File: src/alps_pkg.sv
package alps_pkg;

    // Operation codes of an input word.
    localparam logic [1:0] OP_TICK    = 2'd0;
    localparam logic [1:0] OP_TRIGGER = 2'd1;
    localparam logic [1:0] OP_ABORT   = 2'd2;

    // Sequencer phase codes.
    localparam logic [2:0] PH_IDLE     = 3'd0;
    localparam logic [2:0] PH_BUZZ_ON  = 3'd1;
    localparam logic [2:0] PH_BUZZ_OFF = 3'd2;
    localparam logic [2:0] PH_VIBRATE  = 3'd3;
    localparam logic [2:0] PH_LED_ON   = 3'd4;
    localparam logic [2:0] PH_LED_OFF  = 3'd5;

    // Configuration register indexes.
    localparam logic [2:0] REG_BUZZER_EN    = 3'd0;
    localparam logic [2:0] REG_VIBRATION_EN = 3'd1;
    localparam logic [2:0] REG_LED_EN       = 3'd2;
    localparam logic [2:0] REG_BUZZER_MS    = 3'd3;
    localparam logic [2:0] REG_VIBRATION_MS = 3'd4;
    localparam logic [2:0] REG_BLINK_MS     = 3'd5;
    localparam logic [2:0] REG_BLINK_COUNT  = 3'd6;

    localparam int CFG_INDEX_W = 3;
    localparam int CFG_DATA_W  = 16;
    localparam int MS_W        = 16;
    localparam int BLINK_W     = 8;
    localparam int BEEP_W      = 2;

    localparam logic [BEEP_W-1:0] BEEPS_DROWSY = 2'd3;
    localparam logic [BEEP_W-1:0] BEEPS_NORMAL = 2'd2;

    localparam logic [MS_W-1:0]    RST_BUZZER_MS    = 16'd500;
    localparam logic [MS_W-1:0]    RST_VIBRATION_MS = 16'd1000;
    localparam logic [MS_W-1:0]    RST_BLINK_MS     = 16'd200;
    localparam logic [BLINK_W-1:0] RST_BLINK_COUNT  = 8'd3;

    typedef struct packed {
        logic [1:0] operation;
        logic       alert_drowsy;
    } t_item;

    typedef struct packed {
        logic       buzz_level;
        logic       vibration_on;
        logic       led_on;
        logic       busy_res;
        logic [2:0] phase_now;
        logic       alert_done;
    } t_res;

    typedef struct packed {
        logic               buzzer_enable;
        logic               vibration_enable;
        logic               led_enable;
        logic [MS_W-1:0]    buzzer_ms;
        logic [MS_W-1:0]    vibration_ms;
        logic [MS_W-1:0]    blink_ms;
        logic [BLINK_W-1:0] blink_count;
    } t_cfg;

endpackage

File: src/alps_cfg.sv
module alps_cfg (
    input  logic                              i_clk,
    input  logic                              i_rst_n,
    input  logic                              i_wr,
    input  logic [alps_pkg::CFG_INDEX_W-1:0]  i_index,
    input  logic [alps_pkg::CFG_DATA_W-1:0]   i_data,
    output alps_pkg::t_cfg                    o_cfg
);
    import alps_pkg::*;

    t_cfg r_cfg;

    always_ff @(posedge i_clk) begin
        if (!i_rst_n) begin
            r_cfg.buzzer_enable    <= 1'b1;
            r_cfg.vibration_enable <= 1'b1;
            r_cfg.led_enable       <= 1'b1;
            r_cfg.buzzer_ms        <= RST_BUZZER_MS;
            r_cfg.vibration_ms     <= RST_VIBRATION_MS;
            r_cfg.blink_ms         <= RST_BLINK_MS;
            r_cfg.blink_count      <= RST_BLINK_COUNT;
        end else if (i_wr) begin
            unique case (i_index)
                REG_BUZZER_EN:    r_cfg.buzzer_enable    <= i_data[0];
                REG_VIBRATION_EN: r_cfg.vibration_enable <= i_data[0];
                REG_LED_EN:       r_cfg.led_enable       <= i_data[0];
                REG_BUZZER_MS:    r_cfg.buzzer_ms        <= i_data[MS_W-1:0];
                REG_VIBRATION_MS: r_cfg.vibration_ms     <= i_data[MS_W-1:0];
                REG_BLINK_MS:     r_cfg.blink_ms         <= i_data[MS_W-1:0];
                REG_BLINK_COUNT:  r_cfg.blink_count      <= i_data[BLINK_W-1:0];
                default: begin
                end
            endcase
        end
    end

    assign o_cfg = r_cfg;

endmodule

File: src/alps_in_reg.sv
module alps_in_reg (
    input  logic            i_clk,
    input  logic            i_rst_n,
    input  logic            i_valid,
    output logic            o_ready,
    input  alps_pkg::t_item i_item,
    output logic            o_valid,
    input  logic            i_take,
    output alps_pkg::t_item o_item
);
    import alps_pkg::*;

    logic  r_valid;
    t_item r_item;

    // The register refills in the same cycle that its word is taken.
    assign o_ready = !r_valid || i_take;

    always_ff @(posedge i_clk) begin
        if (!i_rst_n) begin
            r_valid <= 1'b0;
        end else if (o_ready) begin
            r_valid <= i_valid;
        end
    end

    always_ff @(posedge i_clk) begin
        if (o_ready && i_valid) begin
            r_item <= i_item;
        end
    end

    assign o_valid = r_valid;
    assign o_item  = r_item;

endmodule

File: src/alps_core.sv
module alps_core #(
    parameter int TIME_WIDTH = 16
) (
    input  logic            i_clk,
    input  logic            i_rst_n,
    input  logic            i_step,
    input  alps_pkg::t_item i_item,
    input  alps_pkg::t_cfg  i_cfg,
    output alps_pkg::t_res  o_res
);
    import alps_pkg::*;

    localparam int CW = (TIME_WIDTH > MS_W) ? TIME_WIDTH : MS_W;
    localparam logic [TIME_WIDTH-1:0] TMAX = {TIME_WIDTH{1'b1}};

    logic [2:0]            r_phase, n_phase;
    logic [TIME_WIDTH-1:0] r_elapsed, n_elapsed, elapsed_inc;
    logic [BEEP_W-1:0]     r_beeps, n_beeps, beeps_dec;
    logic [BLINK_W-1:0]    r_blinks, n_blinks, blinks_dec;
    logic                  start, end_direct, done;
    logic [2:0]            start_from, start_phase;

    // A length beyond the counter range counts as reached once the counter saturates.
    function automatic logic reach(input logic [TIME_WIDTH-1:0] e, input logic [MS_W-1:0] len);
        return (CW'(e) >= CW'(len)) || (e == TMAX);
    endfunction

    // Walks forward from a phase start, skipping disabled outputs.
    function automatic logic [2:0] first_phase(input logic [2:0] from, input t_cfg c);
        logic [2:0] p;
        p = PH_IDLE;
        if (from == PH_BUZZ_ON && c.buzzer_enable) begin
            p = PH_BUZZ_ON;
        end else if ((from == PH_BUZZ_ON || from == PH_VIBRATE) && c.vibration_enable) begin
            p = PH_VIBRATE;
        end else if (c.led_enable) begin
            p = PH_LED_ON;
        end
        return p;
    endfunction

    assign elapsed_inc = (r_elapsed == TMAX) ? r_elapsed : r_elapsed + TIME_WIDTH'(1);
    assign beeps_dec   = (r_beeps != '0) ? r_beeps - BEEP_W'(1) : '0;
    assign blinks_dec  = (r_blinks != '0) ? r_blinks - BLINK_W'(1) : '0;

    always_comb begin
        n_phase    = r_phase;
        n_elapsed  = r_elapsed;
        n_beeps    = r_beeps;
        n_blinks   = r_blinks;
        start      = 1'b0;
        start_from = PH_BUZZ_ON;
        end_direct = 1'b0;
        case (i_item.operation)
            OP_TICK: begin
                if (r_phase != PH_IDLE) begin
                    n_elapsed = elapsed_inc;
                    case (r_phase)
                        PH_BUZZ_ON: begin
                            if (reach(elapsed_inc, i_cfg.buzzer_ms)) begin
                                n_beeps = beeps_dec;
                                if (beeps_dec != '0) begin
                                    n_phase   = PH_BUZZ_OFF;
                                    n_elapsed = '0;
                                end else begin
                                    start      = 1'b1;
                                    start_from = PH_VIBRATE;
                                end
                            end
                        end
                        PH_BUZZ_OFF: begin
                            if (reach(elapsed_inc, i_cfg.buzzer_ms)) begin
                                start      = 1'b1;
                                start_from = PH_BUZZ_ON;
                            end
                        end
                        PH_VIBRATE: begin
                            if (reach(elapsed_inc, i_cfg.vibration_ms)) begin
                                start      = 1'b1;
                                start_from = PH_LED_ON;
                            end
                        end
                        PH_LED_ON: begin
                            if (reach(elapsed_inc, i_cfg.blink_ms)) begin
                                n_blinks  = blinks_dec;
                                n_elapsed = '0;
                                if (blinks_dec != '0) begin
                                    n_phase = PH_LED_OFF;
                                end else begin
                                    n_phase    = PH_IDLE;
                                    end_direct = 1'b1;
                                end
                            end
                        end
                        PH_LED_OFF: begin
                            if (reach(elapsed_inc, i_cfg.blink_ms)) begin
                                start      = 1'b1;
                                start_from = PH_LED_ON;
                            end
                        end
                        default: begin
                            n_phase   = PH_IDLE;
                            n_elapsed = '0;
                        end
                    endcase
                end
            end
            OP_TRIGGER: begin
                if (r_phase == PH_IDLE) begin
                    n_beeps    = i_item.alert_drowsy ? BEEPS_DROWSY : BEEPS_NORMAL;
                    n_blinks   = i_cfg.blink_count;
                    start      = 1'b1;
                    start_from = PH_BUZZ_ON;
                end
            end
            OP_ABORT: begin
                n_phase   = PH_IDLE;
                n_elapsed = '0;
                n_beeps   = '0;
                n_blinks  = '0;
            end
            default: begin
            end
        endcase
        start_phase = first_phase(start_from, i_cfg);
        if (start) begin
            n_phase   = start_phase;
            n_elapsed = '0;
        end
        done = end_direct || (start && start_phase == PH_IDLE);
    end

    always_ff @(posedge i_clk) begin
        if (!i_rst_n) begin
            r_phase   <= PH_IDLE;
            r_elapsed <= '0;
            r_beeps   <= '0;
            r_blinks  <= '0;
        end else if (i_step) begin
            r_phase   <= n_phase;
            r_elapsed <= n_elapsed;
            r_beeps   <= n_beeps;
            r_blinks  <= n_blinks;
        end
    end

    always_comb begin
        o_res.buzz_level   = (n_phase == PH_BUZZ_ON);
        o_res.vibration_on = (n_phase == PH_VIBRATE);
        o_res.led_on       = (n_phase == PH_LED_ON);
        o_res.busy_res     = (n_phase != PH_IDLE);
        o_res.phase_now    = n_phase;
        o_res.alert_done   = done;
    end

endmodule

File: src/alert_pattern_sequencer.sv
// A word accepted into the input register is offered as a result from the result
// register. Throughput: one word per cycle while the output does not stall; the input
// register and the result register each refill in the cycle their word moves on, and
// the phase update is a single pass.
// Reset (synchronous, active low) returns the sequencer to idle with all counters at
// zero, restores the register defaults and empties both pipeline registers.
module alert_pattern_sequencer #(
    parameter int TIME_WIDTH = 16
) (
    input  logic                             i_clk,
    input  logic                             i_rst_n,
    input  logic                             i_in_valid,
    output logic                             o_in_ready,
    input  alps_pkg::t_item                  i_in_data,
    output logic                             o_out_valid,
    input  logic                             i_out_ready,
    output alps_pkg::t_res                   o_out_data,
    input  logic                             i_cfg_valid,
    output logic                             o_cfg_ready,
    input  logic [alps_pkg::CFG_INDEX_W-1:0] i_cfg_index,
    input  logic [alps_pkg::CFG_DATA_W-1:0]  i_cfg_data
);
    import alps_pkg::*;

    t_cfg  cfg;
    t_item item;
    t_res  res;
    logic  item_valid;
    logic  step;
    logic  res_free;
    logic  r_out_valid;
    t_res  r_out;

    assign o_cfg_ready = 1'b1;

    alps_cfg u_cfg (
        .i_clk   (i_clk),
        .i_rst_n (i_rst_n),
        .i_wr    (i_cfg_valid),
        .i_index (i_cfg_index),
        .i_data  (i_cfg_data),
        .o_cfg   (cfg)
    );

    alps_in_reg u_in (
        .i_clk   (i_clk),
        .i_rst_n (i_rst_n),
        .i_valid (i_in_valid),
        .o_ready (o_in_ready),
        .i_item  (i_in_data),
        .o_valid (item_valid),
        .i_take  (step),
        .o_item  (item)
    );

    assign res_free = !r_out_valid || i_out_ready;
    assign step     = item_valid && res_free;

    alps_core #(
        .TIME_WIDTH (TIME_WIDTH)
    ) u_core (
        .i_clk   (i_clk),
        .i_rst_n (i_rst_n),
        .i_step  (step),
        .i_item  (item),
        .i_cfg   (cfg),
        .o_res   (res)
    );

    always_ff @(posedge i_clk) begin
        if (!i_rst_n) begin
            r_out_valid <= 1'b0;
        end else if (res_free) begin
            r_out_valid <= step;
        end
    end

    always_ff @(posedge i_clk) begin
        if (step) begin
            r_out <= res;
        end
    end

    assign o_out_valid = r_out_valid;
    assign o_out_data  = r_out;

endmodule

File: config.mk
export PLATFORM = sky130hd
export DESIGN_NAME = alert_pattern_sequencer
export DESIGN_NICKNAME = d
export VERILOG_FILES = /design/src/alps_pkg.sv /design/src/alps_cfg.sv /design/src/alps_in_reg.sv /design/src/alps_core.sv /design/src/alert_pattern_sequencer.sv
export SDC_FILE = /design/constraint.sdc
export NUM_CORES = 1
export LEC_CHECK = 0
export BUFFER_PORTS_ARGS = -buffer_cell sky130_fd_sc_hd__buf_2
export CAP_MARGIN = 40
export CORE_MARGIN = 10
export CORE_UTILIZATION = 50
export CTS_CLUSTER_SIZE = 30
export DETAILED_ROUTE_END_ITERATION = 6
export GPL_ROUTABILITY_DRIVEN = 1
export MAX_ROUTING_LAYER = met4
export PLACE_DENSITY = 0.71
export SLEW_MARGIN = 20
export SYNTH_ARGS = -nofsm -noshare
export SYNTH_HDL_FRONTEND = slang
export SYNTH_SLANG_ARGS = --single-unit
File: constraint.sdc
create_clock -name i_clk -period 4.5 [get_ports i_clk]
set_input_delay 0.9 -clock i_clk [delete_from_list [all_inputs] [get_ports i_clk]]
set_output_delay 0.9 -clock i_clk [all_outputs]
set_load 0.01 [all_outputs]
==> results of run 1 <==
flip-flops by register name, indices dropped and copies added (netlist names):
signal and flops:
o_out_data 8, o_out_valid 1, u_cfg.o_cfg 59, u_core.r_beeps 2, u_core.r_blinks 8, u_core.r_elapsed 16
u_core.r_phase 3, u_in.o_item 3, u_in.o_valid 1
final timing paths:
check	endpoint	slack, ns
worst max register to register	o_out_data[6]$_DFFE_PP_	0.21
worst min register to register	u_cfg.o_cfg[39]$_SDFFE_PN0P_	0.47
worst min-delay path	u_cfg.o_cfg[39]$_SDFFE_PN0P_	0.47
worst max-delay path	o_out_data[6]$_DFFE_PP_	0.21
cells in the mapped netlist, drive strengths merged (6+ instances only):
master	instances	area share, %
a211oi	9	1.1
a21boi	41	5.0
a21oi	24	1.9
a22o	13	1.8
and2	6	0.60
and3	8	0.80
buf	13	1.5
clkbuf	24	2.1
dfxtp	90	29
edfxtp	11	5.3
ha	54	11
inv	63	3.8
nand2	137	8.2
nand2b	10	1.0
nand3	20	1.6
nand4	11	1.3
nor2	27	1.6
nor2b	12	1.2
nor3	19	1.5
nor4	7	1.0
o211ai	27	3.2
o21a	10	1.2
o21ai	44	3.5
cell usage in the layout (no fill, tap or decap), types with 3 or more instances in the layout:
| cell | count |
|---|---|
| nand3_1 | 20 |
| a31oi_1 | 4 |
| a22o_1 | 12 |
| a22oi_1 | 3 |
| nand4_1 | 10 |
| o21ai_0 | 43 |
| a21o_1 | 5 |
| mux2i_1 | 4 |
| o211ai_1 | 27 |
| a221o_1 | 3 |
| edfxtp_1 | 11 |
| a211oi_1 | 9 |
| ha_1 | 54 |
| buf_2 | 36 |
| buf_4 | 26 |
| or3_1 | 4 |
| inv_6 | 3 |
| o21a_1 | 9 |
| nand2_1 | 137 |
| clkbuf_16 | 9 |
| nor2_1 | 27 |
| inv_1 | 63 |
| or2_2 | 4 |
| nand2b_1 | 10 |
| nor2b_1 | 12 |
| o211a_1 | 4 |
| nor3_1 | 18 |
| a21boi_0 | 40 |
| and4_1 | 4 |
| and3_1 | 8 |
| and2_1 | 5 |
| a21oi_1 | 24 |
| dfxtp_1 | 88 |
| nand3b_1 | 3 |
| xnor2_1 | 5 |
| nor4_1 | 5 |
worst max-delay path, cell delays in order (launching register included):
cell and delay (ns):
dfxtp_1 0.33, buf_4 0.16, nand4_1 0.25, buf_4 0.23
nor4_1 0.22, xnor2_1 0.23, nand2_1 0.25, ha_1 0.27
a2111oi_0 0.43, o21bai_1 0.20, a221oi_2 0.33, o21ai_0 0.15
a211o_2 0.40, or3_4 0.43, nand3_1 0.10, nor2b_1 0.06
cell families after synthesis:
| kind of cell | count (synthesis) |
|---|---|
| compound gates | 212 |
| xor+xnor | 5 |
| fa+ha+maj | 54 |
| buf+inv | 100 |
| flops | 101 |
| mux | 4 |
| other cells | 1 |
| simple gates | 283 |
stage by stage:
stage,hold slack (ns),util (%),power (mW)
CTS,0.4696,56.77,1.917
floorplan,0.4390,-,1.102
global route,0.4943,57.01,1.982
finish,0.4691,57.01,1.902
detailed placement,0.4590,54.46,1.163
global placement,0.4529,54.46,1.156
final cells by class:
type | instances | area (sq um) | share of cell area [%]
Clock buffer | 10 | 229.0 | 3.303
Clock inverter | 6 | 51.30 | 0.7399
Tap cell | 168 | 210.2 | 3.032
Multi-Input combinational cell | 559 | 3696 | 53.31
Inverter | 63 | 236.5 | 3.411
Timing Repair Buffer | 62 | 375.4 | 5.414
Sequential cell | 101 | 2135 | 30.79
power groups by stage:
stage	Clock [mW]	Sequential, mW	Combinational, mW
final	0.757	0.953	0.192
after global routing	0.809	0.956	0.217
after CTS	0.773	0.952	0.192
after detailed placement	0	0.973	0.190
after global placement	0	0.972	0.184
after floorplan	0	0.969	0.133
timing repair:
action | 4_1_cts | 5_1_grt
buffers inserted | 0 | 1
resized for setup | 0 | 7
endpoints found under the setup margin | 0 | 18
layer usage:
layer,GRT usage (%),wire [microns],vias up
li1,-,-,2783
met1,24.80,7746,2620
met2,29.44,7376,146
met3,4.268,861,14
met4,4.821,220,0
met5,-,0,-
==> metrics.txt, run 1 <==
Routed WL=around 16000 microns; clock network power share=approximately two fifths; Die W=131.9 microns; row count=40; final net count=around 900; Cells after Synth=760; post-synthesis sequential area ratio=around 34%; leakage power=2.870 nW; vias in the first global route=5482; RSZ-0062 raised after global routing=yes; PnR worst setup slack=0.2070 ns; number of enable flip-flop cells after synthesis=11; first-pass GRT wire length=roughly 27000 microns; largest family of logic cells by synthesized area=compound AO/OA/AOI/OAI gates; Place WS=between 0.1 and 0.15 ns; Synth Area in Simple Gates=22.08%; initial antenna violation count=0; Flop pwr share=between 50% and 60%; min Tclk post-route=about 4.3 ns; root buffer cell=clkbuf_16; final non-filler cell total=slightly below 1000; placed inst area=about 0.0066 sq mm; Ant. Diodes=0; post-route ant nets=0; Syn. warnings=0; GRT Util Overall=19.12%; CORE AREA=0.01216 sq mm; Required @ worst endpoint=approximately 4.6 ns; PD cells=around 270 mW/mm^2; TritonCTS clock tree=done; Mapped Area=0.006266 sq mm; Pre-Repair DR Iteration Count=5; switching share of power=between 20% and 30%; setup violators final=0; Syn Area/Cell=approximately 8.2 sq um; hold path cells=2; CP Capture Type=flop; largest net degree at the start of global routing=72; syn_nets=around 840; DP Cell Count=between 900 and 1000; reg2reg start=u_core.r_elapsed[0]$_SDFFE_PN0P_; via count=~5600; Async SR Flop Fraction=0%; Slew HR=42.84%; Final Hold Vio Count=0; HPWL after DPL=12170 microns; total negative slack=0 ns; mux share of post-synthesis cell area=less than 1%; Int Pwr=~1.4 mW; top_reg_cell synth=dfxtp_1; Critical Path Start Type=flop; Synth Area in Compound Gates=around 24%; max cap viols=0; I/O pin cnt=38; fill count=about 1100; hold_buf cts=0; post-synthesis adder-cell area fraction=a little over a tenth; die height=around 130 microns; Max FO, Critical Path=9; area grow syn2layout=10.64%; total gr overflow=0; Starting DRT DRC Count=562; crit share post-route=a little over nine tenths; drt wl/cell=between 15 and 20 microns; worst r2r path cells=15; status=complete, no violations; Slew Limit Fails=0; Clock Path Buffers=2; Worst VDD drop=between 0.2 and 0.25 mV; die area=0.01741 sq mm; xor-xnor portion of the synthesized cell area=0.6989%; RePlAce Congestion=approximately 0.9; WP data arrival=4.40 ns; post-route cell area=about 0.0069 sq mm; clk sink count=between 100 and 150; critical path class=reg -> reg; Setup Skew=around 0.012 ns; CTS Buf Count=9; min-delay src=u_cfg.o_cfg[39]$_SDFFE_PN0P_; Remaining DRCs=0; worst skew pair latency=between 0.3 and 0.4 ns; Distinct cells, synth=about 70; Critical Path Start=u_core.r_elapsed[0]$_SDFFE_PN0P_; NetSw=about 0.51 mW; Seq cells post-synth=~100; Comb power frac=roughly a tenth; PortBufs=36; clk slew on worst S/H paths=around 0.080 ns; Worst-Margin Slew=0.8484 ns; Starting Density=51.52%; H-tree depth=3; worst hold-check path type=reg -> reg; layout cells sized above 1=around an eighth; Max Fclk=232.9 MHz; Via-to-Cell Ratio=5.741
Note: power is estimated with default switching activity, not from simulation.
==> run 2, diff against run 1 <==
--- a/config.mk
+++ b/config.mk
@@ -14,6 +14,7 @@
 export GPL_ROUTABILITY_DRIVEN = 1
 export MAX_ROUTING_LAYER = met4
 export PLACE_DENSITY = 0.71
+export RECOVER_POWER = 25
 export SLEW_MARGIN = 20
 export SYNTH_ARGS = -nofsm -noshare
 export SYNTH_HDL_FRONTEND = slang
==> metrics.txt, run 2 (synthesis results as in run 1) <==
TritonCTS clock tree=done; Routed WL=16210 microns (about the same); Slew HR=-78.37% (-120 points); HPWL after DPL=12170 microns (unchanged); drt wl/cell=16.73 microns (about the same); worst skew pair latency=0.36 ns (about the same); failing checks=capacitance limit, slew limit; row count=40 (unchanged); Die W=131.9 microns (unchanged); worst hold-check path type=reg -> reg; family with the most delay on the worst path=compound AO/OA/AOI/OAI gates; PD cells=274.7 mW/mm^2 (+0.15%); DRT met1 WL=7718 microns (-0.36%); Worst-Margin Slew=2.676 ns (+1.827 ns); placed inst area=0.006624 sq mm (unchanged); critical path's largest stage delay=0.43 ns (about the same); layout cells sized above 1=12.23% (-0.25 points); root buffer cell=clkbuf_16; Setup Skew=0.01168 ns (-0.0001821 ns); die height=131.9 microns (unchanged); die area=0.01741 sq mm (unchanged); Max FO, Critical Path=9 (unchanged); Starting Density=51.52% (unchanged); RSZ-0062 raised after global routing=yes; most frequent cells in the layout=137 x nand2_1, 88 x dfxtp_1, 63 x inv_1; final non-filler cell total=969 (unchanged); post-route ant nets=0 (unchanged); setup violators final=0 (unchanged); initial antenna violation count=0 (unchanged); top sig layer=met4; cell mode on critical path=buf_4; DP Cell Count=952 (unchanged); commonest non-fill, non-tap cell in the layout=nand2_1; leakage power=2.864 nW (-0.24%); metal2 WL=7380 microns (about the same); status=finished, violations left; Remaining DRCs=0 (unchanged); CORE AREA=0.01216 sq mm (unchanged); Worst VDD drop=0.2372 mV (about the same); total gr overflow=0 (unchanged); PortBufs=36 (unchanged); CTS Buf Count=9 (unchanged); Pre-Repair DR Iteration Count=5 (unchanged); final net count=877 (unchanged); clk slew on worst S/H paths=0.08 ns (about the same); largest net degree at the start of global routing=72 (unchanged); Max Fclk=233.1 MHz (about the same); Required @ worst endpoint=4.61 ns (about the same); critical path class=reg -> reg; Critical Path Start Type=flop; hold_buf cts=0 (unchanged); H-tree depth=3 (unchanged); buffers plus inverters on the worst setup path=2 (unchanged); CP Capture Type=flop; I/O pin cnt=38 (unchanged); Ant. Diodes=0 (unchanged); RePlAce Congestion=0.9015 (unchanged); CP Cell Sequence=buf_4, nand4_1, buf_4, nor4_1, xnor2_1, nand2_1, ha_1, a2111oi_0, o21bai_1, a221oi_2, o21ai_0, a211o_2, or3_4, nand3_1, nor2b_1; first-pass GRT wire length=27050 microns (unchanged); post-route cell area=0.006928 sq mm (about the same); max FFs per register=59 (unchanged); Starting DRT DRC Count=562 (unchanged); clk sink count=101 (unchanged); WP data arrival=4.40 ns (about the same); area grow syn2layout=10.56% (about the same); crit share post-route=95.34% (about the same); via count=5585 (+0.40%); max cap viols=1 (+1); min Tclk post-route=4.290 ns (-0.002621 ns); vias in the first global route=5482 (unchanged); Slew Limit Fails=72 (+72); WL met3=880 microns (+2.2%); GRT Util Overall=19.12% (unchanged); Clock Path Buffers=2 (unchanged); Via-to-Cell Ratio=5.764 (+0.40%); Crit-path slowest cell=a2111oi_0; Final Hold Vio Count=0 (unchanged)
[run 2: cell count changes in the layout (fill, tap and decap cells not counted), sizes merged]
cell / before / now
buf: 62 / 60
clkbuf: 10 / 12
[run 2: layout make-up]
class	instances	area (sq um)
Sequential cell	101	2135
Fill cell	1127	5234
Clock inverter	6	51.30
Tap cell	168	210.2
Timing Repair Buffer	62	370.4
Clock buffer	10	229.0
Inverter	63	236.5
Multi-Input combinational cell	559	3696
[run 2: final timing paths]
check / startpoint / endpoint / slack, ns / depth (start not counted)
max: u_core.r_elapsed[0]$_SDFFE_PN0P_ / o_out_data[6]$_DFFE_PP_ / 0.21 / 15
min: u_cfg.o_cfg[39]$_SDFFE_PN0P_ / u_cfg.o_cfg[39]$_SDFFE_PN0P_ / 0.47 / 2
max reg2reg: u_core.r_elapsed[0]$_SDFFE_PN0P_ / o_out_data[6]$_DFFE_PP_ / 0.21 / 15
min reg2reg: u_cfg.o_cfg[39]$_SDFFE_PN0P_ / u_cfg.o_cfg[39]$_SDFFE_PN0P_ / 0.47 / 2
[run 2: power breakdown]
group          leakage, nW  internal (mW)  total [mW]  switching, mW
clock                0.140          0.386       0.757          0.371
combinational         1.89         0.0740       0.194          0.120
sequential           0.837          0.935       0.953         0.0172
total                 2.86           1.40        1.90          0.508
[run 2: routing by layer]
metal	vias to the layer above	GRT usage (%)
li1	2784	-
met2	161	29.44
met1	2624	24.80
met4	0	4.821
met3	16	4.268
met5	-	-
[run 2: repair_timing]
action,in CTS,in global routing
buffers inserted,0,1
setup endpoints to repair,0,18
gates resized for setup,0,7
hold endpoints to repair,0,0
[run 2: worst register-to-register path, stage by stage (launching register included)]
cell and delay [ns]:
dfxtp_1 0.33, buf_4 0.16, nand4_1 0.25, buf_4 0.23, nor4_1 0.22, xnor2_1 0.23
nand2_1 0.25, ha_1 0.27, a2111oi_0 0.43, o21bai_1 0.20, a221oi_2 0.33, o21ai_0 0.15
a211o_2 0.40, or3_4 0.43, nand3_1 0.10, nor2b_1 0.06
[run 2: through the flow]
| stage | TNS, ns | util, % | power, mW | hold WS, ns | setup WS (ns) |
|---|---|---|---|---|---|
| after floorplan | 0 | - | 1.102 | 0.4390 | 0.2202 |
| after global placement | 0 | 54.46 | 1.156 | 0.4529 | 0.1880 |
| after detailed placement | 0 | 54.46 | 1.163 | 0.4590 | 0.1382 |
| after CTS | 0 | 56.77 | 1.917 | 0.4696 | 0.08804 |
| after global routing | -0.09147 | 56.96 | 1.983 | 0.4987 | -0.03902 |
| final | 0 | 56.96 | 1.903 | 0.4727 | 0.2096 |
==> run 3, diff against run 2 <==
--- a/config.mk
+++ b/config.mk
@@ -13,7 +13,7 @@
 export DETAILED_ROUTE_END_ITERATION = 6
 export GPL_ROUTABILITY_DRIVEN = 1
 export MAX_ROUTING_LAYER = met4
-export PLACE_DENSITY = 0.71
+export PLACE_DENSITY_LB_ADDON = 0.15
 export RECOVER_POWER = 25
 export SLEW_MARGIN = 20
 export SYNTH_ARGS = -nofsm -noshare
==> metrics.txt, run 3 (synthesis results as in run 1) <==
status=finished, violations left; failing checks=capacitance limit, slew limit; Slew Limit Fails=73 (+1.4%); TritonCTS clock tree=done; initial antenna violation count=0 (unchanged); fill count=1137 (+0.89%); Setup Skew=0.009128 ns (-0.002551 ns); Die W=131.9 microns (unchanged); root buffer cell=clkbuf_16; worst skew pair latency=0.35 ns (about the same); setup violators final=0 (unchanged); max cap viols=1 (unchanged); CP Capture Type=flop; HPWL after DPL=12330 microns (+1.3%); Worst VDD drop=0.1822 mV (-23%); Via-to-Cell Ratio=5.754 (-0.16%); Starting Density=51.52% (unchanged); total gr overflow=0 (unchanged); Clock Path Buffers=2 (unchanged); total negative slack=0 ns (unchanged); CTS Buf Count=9 (unchanged); Required @ worst endpoint=4.61 ns (about the same); largest net degree at the start of global routing=73 (+1.4%); Routed WL=16150 microns (-0.36%); Pre-Repair DR Iteration Count=7 (+2); FF/Latch Area=0.002133 sq mm (about the same); Worst-Margin Slew=2.714 ns (+0.03815 ns); max FFs per register=59 (unchanged); clk slew on worst S/H paths=0.07 ns (about the same); via count=5599 (+0.25%); Max Fclk=232.1 MHz (-0.40%); most frequent cells in the layout=137 x nand2_1, 89 x dfxtp_1, 63 x inv_1; area grow syn2layout=11.68%; Max FO, Critical Path=7 (-2); PD cells=281.3 mW/mm^2 (+2.4%); drt wl/cell=16.60 microns (-0.77%); final hold slack=0.4676 ns (-0.005139 ns); hold_buf cts=0 (unchanged); post-route ant nets=0 (unchanged); CORE AREA=0.01216 sq mm (unchanged); H-tree depth=3 (unchanged); Starting DRT DRC Count=430 (-23%); I/O pin cnt=38 (unchanged); WP data arrival=4.41 ns (about the same); Place WS=-0.007776 ns (-0.1460 ns); die height=131.9 microns (unchanged); leakage power=2.900 nW (+1.3%); vias in the first global route=5401 (-1.5%); Remaining DRCs=0 (unchanged); commonest non-fill, non-tap cell in the layout=nand2_1; DP Cell Count=955 (+0.32%); worst hold-check path type=reg -> reg; RePlAce Congestion=0.9459 (+4.9%); crit share post-route=95.73% (+0.39 points); row count=40 (unchanged); PnR worst setup slack=0.1921 ns (-0.01743 ns); Ant. Diodes=0 (unchanged); first-pass GRT wire length=26860 microns (-0.71%); min Tclk post-route=4.308 ns (+0.01743 ns); Final Hold Vio Count=0 (unchanged); die area=0.01741 sq mm (unchanged); final net count=881 (+0.46%); GRT Util Overall=19.07% (-0.050 points); Overall Power=1.969 mW (+3.5%); Slew HR=-80.91% (-2.5 points); Critical Path Start Type=flop; critical path class=reg -> reg; PortBufs=36 (unchanged); clk sink count=101 (unchanged); multi-input logic area=0.003704 sq mm (+0.20%); final non-filler cell total=973 (+0.41%); layout cells sized above 1=12.92% (+0.68 points)
## run 3: final cells by class
class / count / share of cell area [%]
Inverter: 63 / 3.379
Clock inverter: 6 / 1.073
Sequential cell: 101 / 30.48
Multi-Input combinational cell: 559 / 52.92
Timing Repair Buffer: 66 / 5.721
Tap cell: 168 / 3.004
Clock buffer: 10 / 3.415
## run 3: worst max-delay path, cell delays in order (launching register included)
cell and delay (ns):
dfxtp_1 0.49, and4_2 0.34, nand4_1 0.17, nand4_1 0.16, xnor2_1 0.16, ha_1 0.28, a21o_1 0.16, a21o_1 0.18
a2111oi_2 0.39, o21bai_1 0.19, a221oi_2 0.34, o21ai_0 0.17, a211o_2 0.40, or3_1 0.44, nand3_1 0.11, nor2b_1 0.05
## run 3: final timing paths
kind / cells after the start / slack, ns / endpoint / start
min reg2reg: 2 / 0.47 / u_cfg.o_cfg[12]$_SDFFE_PN0P_ / u_cfg.o_cfg[12]$_SDFFE_PN0P_
max: 15 / 0.19 / o_out_data[6]$_DFFE_PP_ / u_core.r_elapsed[5]$_SDFFE_PN0P_
min: 2 / 0.47 / u_cfg.o_cfg[12]$_SDFFE_PN0P_ / u_cfg.o_cfg[12]$_SDFFE_PN0P_
max reg2reg: 15 / 0.19 / o_out_data[6]$_DFFE_PP_ / u_core.r_elapsed[5]$_SDFFE_PN0P_
## run 3: what timing repair did
action                     CTS  global route
setup endpoints to repair    2            30
cloned                       0             0
gates resized for setup      1             8
pin swaps                    0             1
setup buffers                0             2
## run 3: power by group
group | leakage [nW] | switching [mW] | internal [mW]
clock | 0.153 | 0.366 | 0.457
combinational | 1.91 | 0.120 | 0.0737
sequential | 0.836 | 0.0170 | 0.935
## run 3: metrics by stage
stage | utilization (%) | area (sq um)
finish | 57.54 | 6998
global route | 57.54 | 6998
CTS | 57.24 | 6962
detailed placement | 54.65 | 6646
global placement | 54.65 | 6646
floorplan | - | 6266
## run 3: per-layer routing
| layer | vias to the layer above | wire length [microns] | global-route usage [%] |
|---|---|---|---|
| met2 | 131 | 7253 | 28.91 |
| met1 | 2650 | 7790 | 24.57 |
| met5 | - | 0 | - |
| met3 | 32 | 653 | 3.430 |
| li1 | 2786 | - | - |
| met4 | 0 | 452 | 7.664 |
